===== config.mk =====
export PLATFORM = sky130hd
export DESIGN_NAME = mbhm_queue
export DESIGN_NICKNAME = d
export VERILOG_FILES = /design/src/rtl/mbhm_pkg.sv /design/src/rtl/mbhm_queue.sv
export SDC_FILE = /design/constraint.sdc
export NUM_CORES = 1
export LEC_CHECK = 0
export BUFFER_PORTS_ARGS = -buffer_cell sky130_fd_sc_hd__buf_2
export CAP_MARGIN = 15
export CORE_MARGIN = 2
export CORE_UTILIZATION = 40
export CTS_CLUSTER_DIAMETER = 120
export CTS_CLUSTER_SIZE = 40
export DETAILED_ROUTE_END_ITERATION = 7
export GPL_TIMING_DRIVEN = 0
export PLACE_DENSITY_LB_ADDON = 0.1
export SLEW_MARGIN = 20
export SYNTH_ARGS = -nofsm -noshare
export SYNTH_HDL_FRONTEND = slang
export SYNTH_SLANG_ARGS = --single-unit

===== constraint.sdc =====
create_clock -name clock -period 11.55 [get_ports clock]
set_input_delay 1.7325 -clock clock [delete_from_list [all_inputs] [get_ports clock]]
set_output_delay 1.7325 -clock clock [all_outputs]
set_load 0.02 [all_outputs]

===== src/rtl/mbhm_pkg.sv =====
// Shared types, constants and arithmetic helpers for the masked bilinear height merge.
// Depends on nothing; every other file of the block imports it.
package mbhm_pkg;

   localparam int QUEUE_DEPTH = 2;
   localparam int QPTR_W = $clog2(QUEUE_DEPTH);
   localparam int QCNT_W = $clog2(QUEUE_DEPTH + 1);

   localparam logic [2:0] REG_ENABLE_MASK = 3'd0;
   localparam logic [2:0] REG_COL_ORIGIN  = 3'd1;
   localparam logic [2:0] REG_COL_STEP    = 3'd2;
   localparam logic [2:0] REG_ROW_ORIGIN  = 3'd3;
   localparam logic [2:0] REG_ROW_STEP    = 3'd4;

   localparam logic [16:0] RECIP_FIVE = 17'd52429;
   localparam int RECIP_SHIFT = 18;
   localparam logic signed [15:0] HEIGHT_OFFSET = 16'sd1000;
   localparam logic signed [19:0] RASTER_OFFSET = 20'sd16000;

   typedef enum logic [1:0] {CMD_LOAD, CMD_RASTER, CMD_MASK} cmd_kind_type;

   typedef struct packed {
      cmd_kind_type kind;
      logic [15:0]  addr;
      logic [15:0]  data;
      logic [7:0]   r0;
      logic [7:0]   r1;
      logic [7:0]   c0;
      logic [7:0]   c1;
      logic [15:0]  fy;
      logic [15:0]  fx;
      logic         last;
   } cmd_type;

   typedef struct packed {
      logic full;
      logic empty;
   } q_stat_type;

   typedef struct packed {
      logic        enable;
      logic [23:0] col_origin;
      logic [23:0] col_step;
      logic [23:0] row_origin;
      logic [23:0] row_step;
   } cfg_type;

   typedef enum logic [1:0] {F_IDLE, F_MUL, F_PUSH} front_state_type;
   typedef enum logic [1:0] {B_IDLE, B_MASK, B_OUT} back_state_type;

   function automatic logic [15:0] encode_raster(input logic signed [18:0] r);
      logic signed [19:0] t;
      logic [21:0] p;
      logic [17:0] c;
      t = $signed({r[18], r}) + RASTER_OFFSET;
      p = {3'b0, t[18:0]} + {1'b0, t[18:0], 2'b0};
      c = p[21:4];
      if (t[19]) begin
         encode_raster = 16'd0;
      end else if (c > 18'd65535) begin
         encode_raster = 16'hFFFF;
      end else begin
         encode_raster = c[15:0];
      end
   endfunction

   function automatic logic signed [15:0] decode_code(input logic [15:0] code);
      logic [32:0] p;
      logic [14:0] q;
      p = 33'(code) * 33'(RECIP_FIVE);
      q = p[RECIP_SHIFT+14:RECIP_SHIFT];
      decode_code = $signed({1'b0, q}) - HEIGHT_OFFSET;
   endfunction

   function automatic logic [15:0] encode_mask(input logic signed [51:0] v);
      logic [53:0] p;
      logic [21:0] c;
      p = {3'b0, v[50:0]} + {1'b0, v[50:0], 2'b0};
      c = p[53:32];
      if (v[51]) begin
         encode_mask = 16'd0;
      end else if (c > 22'd65535) begin
         encode_mask = 16'hFFFF;
      end else begin
         encode_mask = c[15:0];
      end
   endfunction

endpackage


===== src/rtl/mbhm_queue.sv =====
// Short command queue between the front and back ends of the height merge.
// Depends on mbhm_pkg.
module mbhm_queue (
   input  logic                  clock,
   input  logic                  reset,
   input  logic                  push,
   input  mbhm_pkg::cmd_type     push_cmd,
   input  logic                  pop,
   output mbhm_pkg::cmd_type     head,
   output mbhm_pkg::q_stat_type  stat
);
   import mbhm_pkg::*;

   cmd_type entry_ff [QUEUE_DEPTH];
   logic [QPTR_W-1:0] wr_ptr_ff, rd_ptr_ff;
   logic [QCNT_W-1:0] count_ff;

   always_comb begin
      head = entry_ff[rd_ptr_ff];
      stat.full = (count_ff == QCNT_W'(QUEUE_DEPTH));
      stat.empty = (count_ff == '0);
   end

   always_ff @(posedge clock) begin
      if (reset) begin
         wr_ptr_ff <= '0;
         rd_ptr_ff <= '0;
         count_ff <= '0;
      end else begin
         if (push) begin
            wr_ptr_ff <= (wr_ptr_ff == QPTR_W'(QUEUE_DEPTH - 1)) ? '0 : wr_ptr_ff + 1'b1;
         end
         if (pop) begin
            rd_ptr_ff <= (rd_ptr_ff == QPTR_W'(QUEUE_DEPTH - 1)) ? '0 : rd_ptr_ff + 1'b1;
         end
         if (push && !pop) begin
            count_ff <= count_ff + 1'b1;
         end else if (pop && !push) begin
            count_ff <= count_ff - 1'b1;
         end
      end
   end

   always_ff @(posedge clock) begin
      if (push) entry_ff[wr_ptr_ff] <= push_cmd;
   end

endmodule


== Word level (Yosys, flattened, before mapping) ==
Memory sizes are Yosys's and may differ from the RTL's. A register that Yosys moved wholly into a read port is not among the register bits.
Index checks and enable logic that the tools add are counted.
Operators by class
  add/sub/neg operators: 4
  equal/unequal tests: 1
  multiplexer cells: 8
  reduce and logical (&&, ||, !) cells: 6
Operators with widths (number)
  $mux W1: 6
  $mux W2: 2
  $add A1 B1 Y1 const B: 2
  $add A2 B1 Y2 const B: 1
  $eq A2 B2 Y1 const B: 1
  $logic_and A1 B1 Y1: 2
  $logic_not A1 Y1: 2
  $logic_not A2 Y1: 1
  $reduce_bool A2 Y1: 1
  $sub A2 B1 Y2 const B: 1
Storage, ports and cells
  flip-flop bits (word level): 4
  RAM bits: 198
  input port bits: 103
  output and inout port bits: 101
  word-level logic and storage cells: 23
  memories: 1
Memory list
  entry_ff: words 2, width 99, read ports 1, clocked after memory_dff 1, wr ports 1, line mbhm_queue.sv:14  | cmd_type entry_ff [QUEUE_DEPTH];

== Longest topological paths before layout ==
  depth in word-level cells: 4
  gate-level depth with buffers: 5
  mapped depth without buffers: 5

== Worst setup path before layout ==
Ideal clock, no wire load.
  path kind: input port to flip-flop
  start: input port push
  end: memory entry_ff[0][0] in the netlist's numbering, enable pin
  setup time: 0.569 ns
  data arrival time: 6.042 ns
  data required time: 10.981 ns
  path slack: 4.939 ns
  cell stages on the path: 1
  path buffers: 0
  path through: nor2b_1
On the way
  word-level cells in the longest chain between the ends: 2
Ends and longest elaborated chain
  start, declared: line mbhm_queue.sv:6  | input logic push,
  $mux W1: line mbhm_queue.sv:45  | if (push) entry_ff[wr_ptr_ff] <= push_cmd;
  $mux W1 (not written as such): line mbhm_queue.sv:45
  end, declared: line mbhm_queue.sv:14
No other way between the ends.

==> flow_summary_export.csv <==
group,metric,value,unit
sta,slew_viol_final,0,
detailed_routing,antenna_left,0,
critical_path,cp_num_buf_inv,4,
yosys,yosys-top-cells-area,"edfxtp_1 81%, mux2_2 14%, mux2_4 2.0%, dfxtp_1 1.4%, buf_2 0.54%",
critical_path,cp_cell_sequence,"buf_6, buf_6, buf_6, mux2_4, buf_2",
power,comb_power_share,0.149,
job,drv_cap,0,
cts,clkTransAtPathRegs,130,ps
cts,clock_latency,460,ps
detailed_routing,first_pass_iters,4,
final_layout,drive_gt1_frac,0.5989,
yosys,yosys.area.top_type_share,0.8060,
worst_hold_path,hold_path_class,"reg -> reg",
critical_path,crit_fanout,10,
sta,finalHoldViolCount,0,
sta,setup-tns-final,0,ps
yosys,yosysUniqueCellTypes,16,
sta,relSlewSlack,0.5223,
detailed_routing,wire_per_inst,16.76,um
sta,period_needed,3531,ps
placement,pre_cts_ws,8312,ps
yosys,synth_most_common_cell,"edfxtp_1",
power,vdd_drop_max,0.0001177,V
power,p_leak,3.397,nW
yosys,yosysWarnings,0,
power,pwr-share-seq,0.600,
critical_path,crit_type,"reg -> out",
critical_path,cp_slowest_cell,"dfxtp_1",
floorplanning,num_io_pins,204,
sta,setup_violations,0,
detailed_routing,wl,13110,um
placement,port_buffers,203,
sta,worst_pin_slew,716.5,ps
cts,cts_hold_buf,0,
yosys,netlist_area,0.007377,mm2
critical_path,cpLargestDelayFamily,"buffers and inverters",
power,switching_share,0.2395,
floorplanning,initial_utilization,0.4093,
global_route,grt.total_usage,0.1306,
final_layout,areaGrowthSynthToFinish,23.03,%
cts,cts_tree,"yes",
detailed_routing,vias,3642,
sta,finalCritPeriodShare,0.3057,
power,p_int,1.099,mW
cts,cts_sinks,203,
power,power_frac_clock,0.251,
floorplanning,die_area,0.01955,mm2
placement,gp_congestion,0.7064,
critical_path,critPathMaxStageDelay,350,ps
critical_path,critPathMostFrequentCell,"buf_6",
sta,rsz0062_at_grt,"no",
cts,cts_buffers,9,
sta,skew,58.49,ps
sta,max_freq,283.2,MHz
global_route,grt_pass1_wl,20160,um
floorplanning,die_w,139.8,um
detailed_routing,first_iter_violations,164,
yosys,yosysTopAreaCell,"edfxtp_1",
floorplanning,core,0.01802,mm2
critical_path,worstSetupStartpointType,"flop",
cts,htreeDepth,1,
final_layout,fin_nets,653,
power,power.density,159.3,mW/mm2
floorplanning,rows,49,
critical_path,arrival,1800,ps
global_route,antenna_found_initial,2,
power,switching_power,346.2,uW
critical_path,crit_required,9820,ps
yosys,synthFlopType,"edfxtp_1",
placement,post-dp-hpwl,9088,um
cts,cts_root_buffer,"clkbuf_16",
yosys,synth_cells,330,
yosys,synth_seq_cells,203,
cts,clk_path_buf_depth,3,
yosys,synth_edf_count,198,
sta,worst_slack,8019,ps
yosys,synth_async_sr_flop_share,0,
floorplanning,die-height,139.8,um
yosys,synth_common_cells,"198 x edfxtp_1, 89 x mux2_2, 10 x mux2_4, 8 x buf_2",
cts,cts_resized,0,
cts,cts_setup_buffers,0,
detailed_routing,via_per_inst,4.657,
critical_path,endpoint_kind,"output port",
yosys,syn_nets,434,
global_route,grt_pass1_vias,3886,
yosys,avgSynthCellArea,22.35,um2
yosys,synth_sequential_area_ratio,0.8195,
final_layout,nFillCells,1537,
detailed_routing,drcViolationCount,0,
global_route,grt_start_max_net_pins,52,
status,status,"finished, final reports clean",
global_route,overflow,0,
==> registers in the layout (all words and copies together) (netlist names), named ones only <==
register and count:
count_ff 2, rd_ptr_ff 1, wr_ptr_ff 1, entry_ff 198
==> logic make-up (layout without fill, tap and decap cells) <==
kind of cell	after synthesis	after routing	synth area share
other cells	0	2	0
simple gates	9	9	0.005937
mux	99	99	0.1562
xor+xnor	4	4	0.004750
compound gates	2	2	0.001356
flops	203	203	0.8195
fa+ha+maj	1	1	0.001696
buf+inv	12	233	0.01052
==> power by group through the flow <==
stage          logic (mW)  clock network (mW)  registers (mW)
6_report            0.216               0.362           0.867
5_1_grt             0.233               0.402           0.872
4_1_cts             0.221               0.376           0.868
3_5_place_dp        0.220                   0           0.885
3_3_place_gp        0.209                   0           0.892
2_1_floorplan       0.135                   0           0.887
==> layout by cell type (no fill, tap or decap), drive strengths merged <==
cell type  count
mux2          99
edfxtp       198
nor2           5
clkinv         1
or3            1
xor2           2
buf          219
diode          2
a21oi          1
nor2b          2
inv            1
clkbuf        12
xnor2          2
ha             1
dfxtp          5
o21ai          1
and2           1
==> final cells by class <==
cell class / instances / area [um2] / area share
flip-flops and latches: 203 / 6046 / 0.6661
inverters: 1 / 3.754 / 0.0004136
clock inverters: 1 / 30.03 / 0.003309
repair buffers: 208 / 1131 / 0.1246
well taps: 229 / 286.5 / 0.03157
multi-input cells: 115 / 1264 / 0.1392
clock buffers: 12 / 236.5 / 0.02605
plain buffers: 11 / 73.82 / 0.008133
diodes: 2 / 5.005 / 0.0005514
==> tightest hold or removal path, stage by stage (launching register included) <==
cell,delay [ps]
dfxtp_1,330
xnor2_1,90
nor2_1,90
==> stage by stage <==
step | util | hold WS (ps) | power, mW | cell area [um2] | instances
floorplan | - | 460.8 | 1.022 | 7377 | 330
global placement | 0.4815 | 484.8 | 1.101 | 8680 | 762
detailed placement | 0.4885 | 502.2 | 1.106 | 8805 | 767
CTS | 0.5033 | 490.7 | 1.465 | 9071 | 780
global route | 0.5034 | 523.9 | 1.507 | 9074 | 781
finish | 0.5035 | 480.8 | 1.446 | 9076 | 782
==> worst paths after layout <==
path | from | endpoint | slack (ps) | cells after the start
setup / recovery | flop | head[72] | 8020 | 5
hold / removal | rd_ptr_ff | flop | 480 | 2
setup reg to reg | wr_ptr_ff | entry_ff[1][74] | 9810 | 2
hold reg to reg | rd_ptr_ff | flop | 480 | 2
==> routing by layer <==
metal | global-route usage | share of wire | vias up
li1 | - | - | 1737
met1 | 0.1597 | 0.41 | 1772
met4 | 0.02842 | 0.0091 | 0
met3 | 0.04680 | 0.092 | 8
met5 | 0 | 0 | -
met2 | 0.2239 | 0.49 | 125
Note: power is estimated with default switching activity, not from simulation.
