**src/rtl/mbhm_pkg.sv**
```systemverilog
// Shared types, constants and arithmetic helpers for the masked bilinear height merge.
// Depends on nothing; every other file of the block imports it.
package mbhm_pkg;

   localparam int QUEUE_DEPTH = 2;
   localparam int QPTR_W = $clog2(QUEUE_DEPTH);
   localparam int QCNT_W = $clog2(QUEUE_DEPTH + 1);

   localparam logic [2:0] REG_ENABLE_MASK = 3'd0;
   localparam logic [2:0] REG_COL_ORIGIN  = 3'd1;
   localparam logic [2:0] REG_COL_STEP    = 3'd2;
   localparam logic [2:0] REG_ROW_ORIGIN  = 3'd3;
   localparam logic [2:0] REG_ROW_STEP    = 3'd4;

   localparam logic [16:0] RECIP_FIVE = 17'd52429;
   localparam int RECIP_SHIFT = 18;
   localparam logic signed [15:0] HEIGHT_OFFSET = 16'sd1000;
   localparam logic signed [19:0] RASTER_OFFSET = 20'sd16000;

   typedef enum logic [1:0] {CMD_LOAD, CMD_RASTER, CMD_MASK} cmd_kind_type;

   typedef struct packed {
      cmd_kind_type kind;
      logic [15:0]  addr;
      logic [15:0]  data;
      logic [7:0]   r0;
      logic [7:0]   r1;
      logic [7:0]   c0;
      logic [7:0]   c1;
      logic [15:0]  fy;
      logic [15:0]  fx;
      logic         last;
   } cmd_type;

   typedef struct packed {
      logic full;
      logic empty;
   } q_stat_type;

   typedef struct packed {
      logic        enable;
      logic [23:0] col_origin;
      logic [23:0] col_step;
      logic [23:0] row_origin;
      logic [23:0] row_step;
   } cfg_type;

   typedef enum logic [1:0] {F_IDLE, F_MUL, F_PUSH} front_state_type;
   typedef enum logic [1:0] {B_IDLE, B_MASK, B_OUT} back_state_type;

   function automatic logic [15:0] encode_raster(input logic signed [18:0] r);
      logic signed [19:0] t;
      logic [21:0] p;
      logic [17:0] c;
      t = $signed({r[18], r}) + RASTER_OFFSET;
      p = {3'b0, t[18:0]} + {1'b0, t[18:0], 2'b0};
      c = p[21:4];
      if (t[19]) begin
         encode_raster = 16'd0;
      end else if (c > 18'd65535) begin
         encode_raster = 16'hFFFF;
      end else begin
         encode_raster = c[15:0];
      end
   endfunction

   function automatic logic signed [15:0] decode_code(input logic [15:0] code);
      logic [32:0] p;
      logic [14:0] q;
      p = 33'(code) * 33'(RECIP_FIVE);
      q = p[RECIP_SHIFT+14:RECIP_SHIFT];
      decode_code = $signed({1'b0, q}) - HEIGHT_OFFSET;
   endfunction

   function automatic logic [15:0] encode_mask(input logic signed [51:0] v);
      logic [53:0] p;
      logic [21:0] c;
      p = {3'b0, v[50:0]} + {1'b0, v[50:0], 2'b0};
      c = p[53:32];
      if (v[51]) begin
         encode_mask = 16'd0;
      end else if (c > 22'd65535) begin
         encode_mask = 16'hFFFF;
      end else begin
         encode_mask = c[15:0];
      end
   endfunction

endpackage

```
**src/rtl/mbhm_front.sv**
```systemverilog
// Front end: accepts beats, tracks load address and tile position, classifies each
// beat and works out mask neighbours and fractions. Depends on mbhm_pkg.
module mbhm_front #(
   parameter int TILE_EDGE = 65,
   parameter int MASK_EDGE = 256
) (
   input  logic                     clock,
   input  logic                     reset,
   input  logic                     req_valid,
   output logic                     req_stall,
   input  logic                     req_mode,
   input  logic [15:0]              req_mask_word,
   input  logic signed [18:0]       req_raster_height,
   input  mbhm_pkg::cfg_type        cfg,
   input  mbhm_pkg::q_stat_type     q_stat,
   output logic                     push,
   output mbhm_pkg::cmd_type        push_cmd
);
   import mbhm_pkg::*;

   localparam int TILE_W = $clog2(TILE_EDGE);
   localparam int MASK_WORDS = MASK_EDGE * MASK_EDGE;
   localparam int MASK_AW = $clog2(MASK_WORDS);
   localparam int PROD_W = 24 + TILE_W;
   localparam logic [31:0] POS_LIMIT = 32'(MASK_EDGE - 1) << 16;
   localparam logic [TILE_W-1:0] TILE_END = TILE_W'(TILE_EDGE - 1);

   front_state_type state_ff, state_in;
   logic [MASK_AW-1:0] load_addr_ff;
   logic [TILE_W-1:0] row_ff, col_ff, irow_ff, icol_ff;
   logic mode_ff, last_ff;
   logic [15:0] word_ff;
   logic signed [18:0] height_ff;
   logic [MASK_AW-1:0] iaddr_ff;
   logic [PROD_W-1:0] prod_r_ff, prod_c_ff;
   logic accept;
   logic [31:0] pos_r, pos_c;

   assign accept = req_valid && (state_ff == F_IDLE);

   always_comb begin
      state_in = state_ff;
      unique case (state_ff)
         F_IDLE: begin
            if (accept) state_in = req_mode ? F_MUL : F_PUSH;
         end
         F_MUL: state_in = F_PUSH;
         F_PUSH: begin
            if (!q_stat.full) state_in = F_IDLE;
         end
         default: state_in = F_IDLE;
      endcase
   end

   always_comb begin
      req_stall = (state_ff != F_IDLE);
      push = (state_ff == F_PUSH) && !q_stat.full;
   end

   always_ff @(posedge clock) begin
      if (reset) begin
         state_ff <= F_IDLE;
         load_addr_ff <= '0;
         row_ff <= '0;
         col_ff <= '0;
      end else begin
         state_ff <= state_in;
         if (accept && !req_mode) begin
            load_addr_ff <= (load_addr_ff == MASK_AW'(MASK_WORDS - 1)) ? '0
                            : load_addr_ff + 1'b1;
         end
         if (accept && req_mode) begin
            if (col_ff >= TILE_END) begin
               col_ff <= '0;
               row_ff <= (row_ff >= TILE_END) ? '0 : row_ff + 1'b1;
            end else begin
               col_ff <= col_ff + 1'b1;
            end
         end
      end
   end

   always_ff @(posedge clock) begin
      if (accept) begin
         mode_ff <= req_mode;
         word_ff <= req_mask_word;
         height_ff <= req_raster_height;
         iaddr_ff <= load_addr_ff;
         irow_ff <= row_ff;
         icol_ff <= col_ff;
         last_ff <= (row_ff == TILE_END) && (col_ff == TILE_END);
      end
      if (state_ff == F_MUL) begin
         prod_r_ff <= PROD_W'(cfg.row_step) * PROD_W'(irow_ff);
         prod_c_ff <= PROD_W'(cfg.col_step) * PROD_W'(icol_ff);
      end
   end

   always_comb begin
      pos_r = 32'(cfg.row_origin) + 32'(prod_r_ff);
      pos_c = 32'(cfg.col_origin) + 32'(prod_c_ff);
      if (pos_r > POS_LIMIT) pos_r = POS_LIMIT;
      if (pos_c > POS_LIMIT) pos_c = POS_LIMIT;
      push_cmd.addr = 16'(iaddr_ff);
      push_cmd.last = last_ff;
      push_cmd.fy = pos_r[15:0];
      push_cmd.fx = pos_c[15:0];
      push_cmd.r0 = pos_r[23:16];
      push_cmd.c0 = pos_c[23:16];
      push_cmd.r1 = (pos_r[15:0] != 16'd0) ? pos_r[23:16] + 8'd1 : pos_r[23:16];
      push_cmd.c1 = (pos_c[15:0] != 16'd0) ? pos_c[23:16] + 8'd1 : pos_c[23:16];
      if (!mode_ff) begin
         push_cmd.kind = CMD_LOAD;
         push_cmd.data = word_ff;
      end else if (cfg.enable && (height_ff <= 19'sd0)) begin
         push_cmd.kind = CMD_MASK;
         push_cmd.data = encode_raster(height_ff);
      end else begin
         push_cmd.kind = CMD_RASTER;
         push_cmd.data = encode_raster(height_ff);
      end
   end

endmodule

```
**config.mk**
```make
export PLATFORM = sky130hd
export DESIGN_NAME = mbhm_front
export DESIGN_NICKNAME = d
export VERILOG_FILES = /design/src/rtl/mbhm_pkg.sv /design/src/rtl/mbhm_front.sv
export SDC_FILE = /design/constraint.sdc
export NUM_CORES = 1
export LEC_CHECK = 0
export ABC_CLOCK_PERIOD_IN_PS = 15900
export BUFFER_PORTS_ARGS = -buffer_cell sky130_fd_sc_hd__buf_4
export CORE_MARGIN = 5
export CORE_UTILIZATION = 35
export DETAILED_ROUTE_END_ITERATION = 10
export GPL_TIMING_DRIVEN = 0
export PLACE_DENSITY_LB_ADDON = 0.12
export SLEW_MARGIN = 20
export SYNTH_ARGS = -nofsm -noshare
export SYNTH_HDL_FRONTEND = slang
export SYNTH_SLANG_ARGS = --single-unit
```
**constraint.sdc**
```tcl
create_clock -name clock -period 15.9 [get_ports clock]
set_input_delay 1.59 -clock clock [delete_from_list [all_inputs] [get_ports clock]]
set_output_delay 1.59 -clock clock [all_outputs]
set_load 0.05 [all_outputs]
```
Word level (Yosys, flattened, before mapping)
Index checks and enable logic that the tools add are counted.
{ "totals": {"reg_bits": 161, "out_inout_bits": 101, "wordCells": 67, "inputBits": 138} }
{ "op_classes": {"addsub": 9, "eq_ne": 7, "reduce_logical": 14, "muxes": 16, "multipliers": 2, "magnitude_cmp": 6} }
{ "ops": {"columns": ["op", "n"], "rows": [
  ["adder 24 x 31 -> 32 bit", 2],
  ["> comparator 32 x 24 -> 1 bit, second input constant", 2],
  ["2-to-1 mux 16 bit", 4],
  ["multiplier 24 x 7 -> 31 bit", 2],
  ["2-to-1 mux 24 bit", 2],
  ["nonzero test 16 bit", 2],
  ["adder 19 x 21 -> 22 bit", 1],
  ["adder 19 x 15 -> 20 bit, second input constant", 1],
  ["<= comparator 19 x 1 -> 1 bit, second input constant", 1],
  ["> comparator 18 x 16 -> 1 bit, second input constant", 1],
  ["adder 16 x 1 -> 16 bit, second input constant", 1],
  ["adder 8 x 1 -> 8 bit, second input constant", 2],
  ["== test 16 bit, second input constant", 1],
  ["2-to-1 mux 8 bit", 2],
  ["adder 7 x 1 -> 7 bit, second input constant", 2],
  ["== test 7 bit, second input constant", 2],
  [">= comparator 7 bit, second input constant", 2],
  ["2-to-1 mux 7 bit", 2],
  ["2-to-1 mux 2 bit", 5],
  ["logical AND 1 bit", 6],
  ["one-hot mux 2 bit (3 select lines)", 1],
  ["!= test 2 bit, second input constant", 2],
  ["AND reduction 2 bit", 2],
  ["== test 2 x 1 -> 1 bit, second input constant", 1],
  ["4 further kinds", 5]
]} }

Depth between registers and ports, before layout
{ "logic_depth": {"word_depth": 6, "depth_mapped": 21, "mapped_depth_nobuf": 20} }

Worst setup path before layout
OpenSTA, ideal clock, no wires.
{ "synth_timing": {"path_kind": "input to output", "start": "input cfg[24] (netlist name)", "end": "output push_cmd[55] (netlist name)", "cell_stages": 16, "slack_ns": 8.606, "path_buffers": 0, "t_required_ns": 14.310, "arrival_ns": 5.704, "cell_sequence": "ha_1 fa_1 a21o_1 a221oi_2 a2111oi_4 o21ai_1 nor4b_1 nor4_1 nand4b_1 nor3b_1 a211oi_4 nand2b_1 ha_1 nand3_1 or3_1 nand3_1"} }
{ "synth_lines": {"columns": ["element", "line_no", "rtl"], "rows": [
  ["start, declared", "mbhm_front.sv:14", "input mbhm_pkg::cfg_type cfg,"],
  ["end, declared", "mbhm_front.sv:17", "output mbhm_pkg::cmd_type push_cmd"]
]} }

==> results.py <==
metrics = {
    "status": {
        "status": "complete, no violations",
    },
    "die": {
        "die_x_um": 254.0,
        "core_area_um2": 59020,
        "die_y_um": 254.0,
        "num_rows": 89,
        "start_util": 0.3530,
        "io-pin-count": 239,
        "dieArea_um2": 64500,
    },
    "grt": {
        "grt-ovfl-total": 0,
        "grt_max_degree": 37,
        "grt_pass1_vias": 17525,
        "grt_first_pass_wirelength_mm": 93.34,
        "grt_usage": 0.1785,
        "antenna_found_initial": 9,
    },
    "hold_path": {
        "hold_class": "reg2reg",
    },
    "pwr": {
        "p_leak_nw": 11.17,
        "powerDensity_nw_per_um2": 95.49,
        "ir_worst_vdd_v": 0.00007714,
    },
    "yosys": {
        "synthXorXnorAreaFrac": 0.05970,
        "synthCells": 2307,
        "synthAdderAreaFrac": 0.3129,
        "yosys.area.top_type_share": 0.2114,
        "ys_types": 86,
        "synth_top_family_by_area": "adder cells",
        "seq_area_frac_synth": 0.2167,
        "synth_nets": 2834,
        "yosysMostFrequentCell": "inv_1",
        "synth_enable_flop_cells": 129,
        "synth.area.top_cells": "fa_1 21%, edfxtp_1 19%, ha_1 10%",
        "muxShareOfSynthArea": 0.004505,
        "synthFlopType": "edfxtp_1",
        "ys_seq_elements": 161,
        "synth_top_cell_by_area": "fa_1",
        "synth_compound_area_frac": 0.1308,
        "syn_area_um2": 20830,
        "ys_top_cells_by_count": "297 x inv_1, 258 x nand2_1, 220 x fa_1",
        "synthSimpleGateAreaFrac": 0.2100,
        "synth.avg_cell_area_um2": 9.030,
        "yosys_warnings": 0,
        "async_flop_share": 0,
    },
    "sta": {
        "rsz0062_at_grt": "no",
        "setup_tns_ns": 0,
        "finalSetupViolations": 0,
        "timing.hold.ws_ns": 0.4517,
        "fmax_ghz": 0.1315,
        "fin_crit_ns": 7.607,
        "finClkSkew_ns": 0.01430,
        "setup_ws_ns": 8.293,
        "tightest_slew_ns": 0.9112,
        "hold_viol_final": 0,
        "fin_crit_sh": 0.4784,
        "maxSlewViolCount": 0,
        "slew_headroom": 0.3848,
    },
    "placed_design": {
        "dp.cells": 3320,
        "dp_hpwl_mm": 47.25,
        "place_congestion": 0.8677,
        "dp_slack_ns": 8.335,
        "io_buffers": 237,
        "placed_area_um2": 23660,
    },
    "cells_and_area": {
        "multi_input_area_um2": 14970,
        "finalNonFillerCells": 3353,
        "fillers": 5924,
        "fin_area_um2": 24270,
        "regArea_um2": 4514,
        "final_layout_size_suffix_gt1_frac": 0.1214,
        "syn_to_final_growth_pct": 16.50,
        "fin_nets": 3093,
    },
    "worst_setup_path": {
        "crit_fanout": 10,
        "endpoint_kind": "output port",
        "worstPathRequired_ns": 14.31,
        "criticalPathCategory": "in2out",
        "cp.arrival_ns": 6.02,
        "cp-start-kind": "input port",
    },
    "run": {
        "max-cap-violations": 0,
    },
    "drt": {
        "first_iter_violations": 870,
        "drc_errors": 0,
        "post_drt_wl_per_cell_um": 17.03,
        "drtAntennaViolNets": 0,
        "via_per_inst": 5.021,
        "dr.pass1.iters": 5,
        "wl_mm": 57.11,
        "vias": 16836,
    },
    "clock_tree": {
        "clock_sinks": 161,
        "cts_made_buffers": 17,
        "worstSkewPairLatency_ns": 0.45,
        "h-tree-depth": 4,
        "cts_tree": "yes",
        "ctsResizeCount": 0,
        "hold_buffers": 0,
        "clkTransAtPathRegs_ns": 0.07,
        "cts-root-to-sink-buffers": 2,
        "post_cts_buffers": 0,
        "cts-root-buf": "clkbuf_16",
    },
}
[critical path, stage by stage]
cell and delay [ns]:
buf_4 0.11, ha_1 0.22, inv_1 0.07, fa_1 0.20, nand2b_1 0.16, a21oi_1 0.11
or3_4 0.42, a311oi_1 0.47, o21ai_1 0.12, nor4_1 0.40, nand4_1 0.36, nand4_1 0.21
nor3b_4 0.46, buf_4 0.25, nand2_1 0.09, ha_1 0.26, nand3_1 0.10, xnor2_1 0.13
nand2_1 0.08, buf_4 0.19
[power breakdown]
group | internal, mW | switching (mW)
combinational | 0.550 | 0.780
clock | 0.240 | 0.198
sequential | 0.530 | 0.0195
total | 1.32 | 0.998
[cell usage in the layout, fill, tap and decap left out, types with 7 or more instances in the layout]
cell / n
nand4_1: 23
o21a_1: 12
xor2_1: 59
buf_4: 240
dfxtp_1: 32
or3_1: 18
a221o_1: 17
o21ai_0: 60
a21oi_1: 102
nor4_1: 12
clkbuf_1: 52
nor3_1: 31
xnor2_1: 83
nor2_1: 123
a211oi_1: 14
ha_1: 169
a21o_1: 63
o211ai_1: 13
and2_1: 210
inv_1: 297
nand2_1: 258
nand2b_1: 22
o21bai_1: 17
and3_1: 27
nand3_1: 59
fa_1: 220
clkbuf_16: 17
nor2b_1: 24
edfxtp_1: 129
or2_2: 7
a31oi_1: 14
[flip-flops by register name, summed over array words and instances, names as in the netlist]
register	count
load_addr_ff	16
height_ff	19
prod_r_ff	31
prod_c_ff	31
row_ff	7
irow_ff	7
mode_ff	1
word_ff	16
icol_ff	7
state_ff	2
iaddr_ff	16
last_ff	1
col_ff	7
[path summary, 6_finish.rpt]
path / from / to / slack, ns / cells after the start
worst max-delay path: cfg[72] / push_cmd[37] / 8.29 / 20
worst min-delay path: load_addr_ff[13]$_SDFFE_PP0P_ / iaddr_ff[13]$_DFFE_PP_ / 0.45 / 0
worst max register to register: irow_ff[5]$_DFFE_PP_ / prod_r_ff[30]$_DFFE_PP_ / 9.58 / 18
worst min register to register: load_addr_ff[13]$_SDFFE_PP0P_ / iaddr_ff[13]$_DFFE_PP_ / 0.45 / 0
[logic make-up (layout without fill, tap and decap cells)]
kind of cell	count (synthesis)	in the layout
muxes	9	9
AOI/OAI and AO/OA	393	393
buffers and inverters	357	629
other	0	1
and+or+nand+nor	856	856
adders and majority gates	389	389
xor gates and xnor gates	142	142
DFF	161	161
[area by class of cell]
cell class                      count  share of cell area
Sequential cell                   161              0.1860
Tap cell                          773             0.03985
Timing Repair Buffer              240             0.07609
Multi-Input combinational cell   1789              0.6166
Antenna cell                        1           0.0001031
Clock buffer                       17             0.01753
Inverter                          298             0.04609
Clock inverter                     15            0.007630
Buffer                             59             0.01005
[stage by stage]
step	utilization	power [mW]
after global routing	0.4112	2.528
final	0.4112	2.317
after detailed placement	0.4008	1.886
after CTS	0.4112	2.341
after global placement	0.3995	1.871
after floorplan	-	1.547
[layer usage]
layer,GRT usage,share of wire,up-vias,wire (um)
met2,0.2853,0.45,346,25700
met3,0.03142,0.053,56,3045
li1,-,-,8288,-
met5,0,0.0017,-,96
met1,0.2565,0.48,8132,27490
met4,0.03529,0.014,14,780
(Power assumes the default switching activity.)
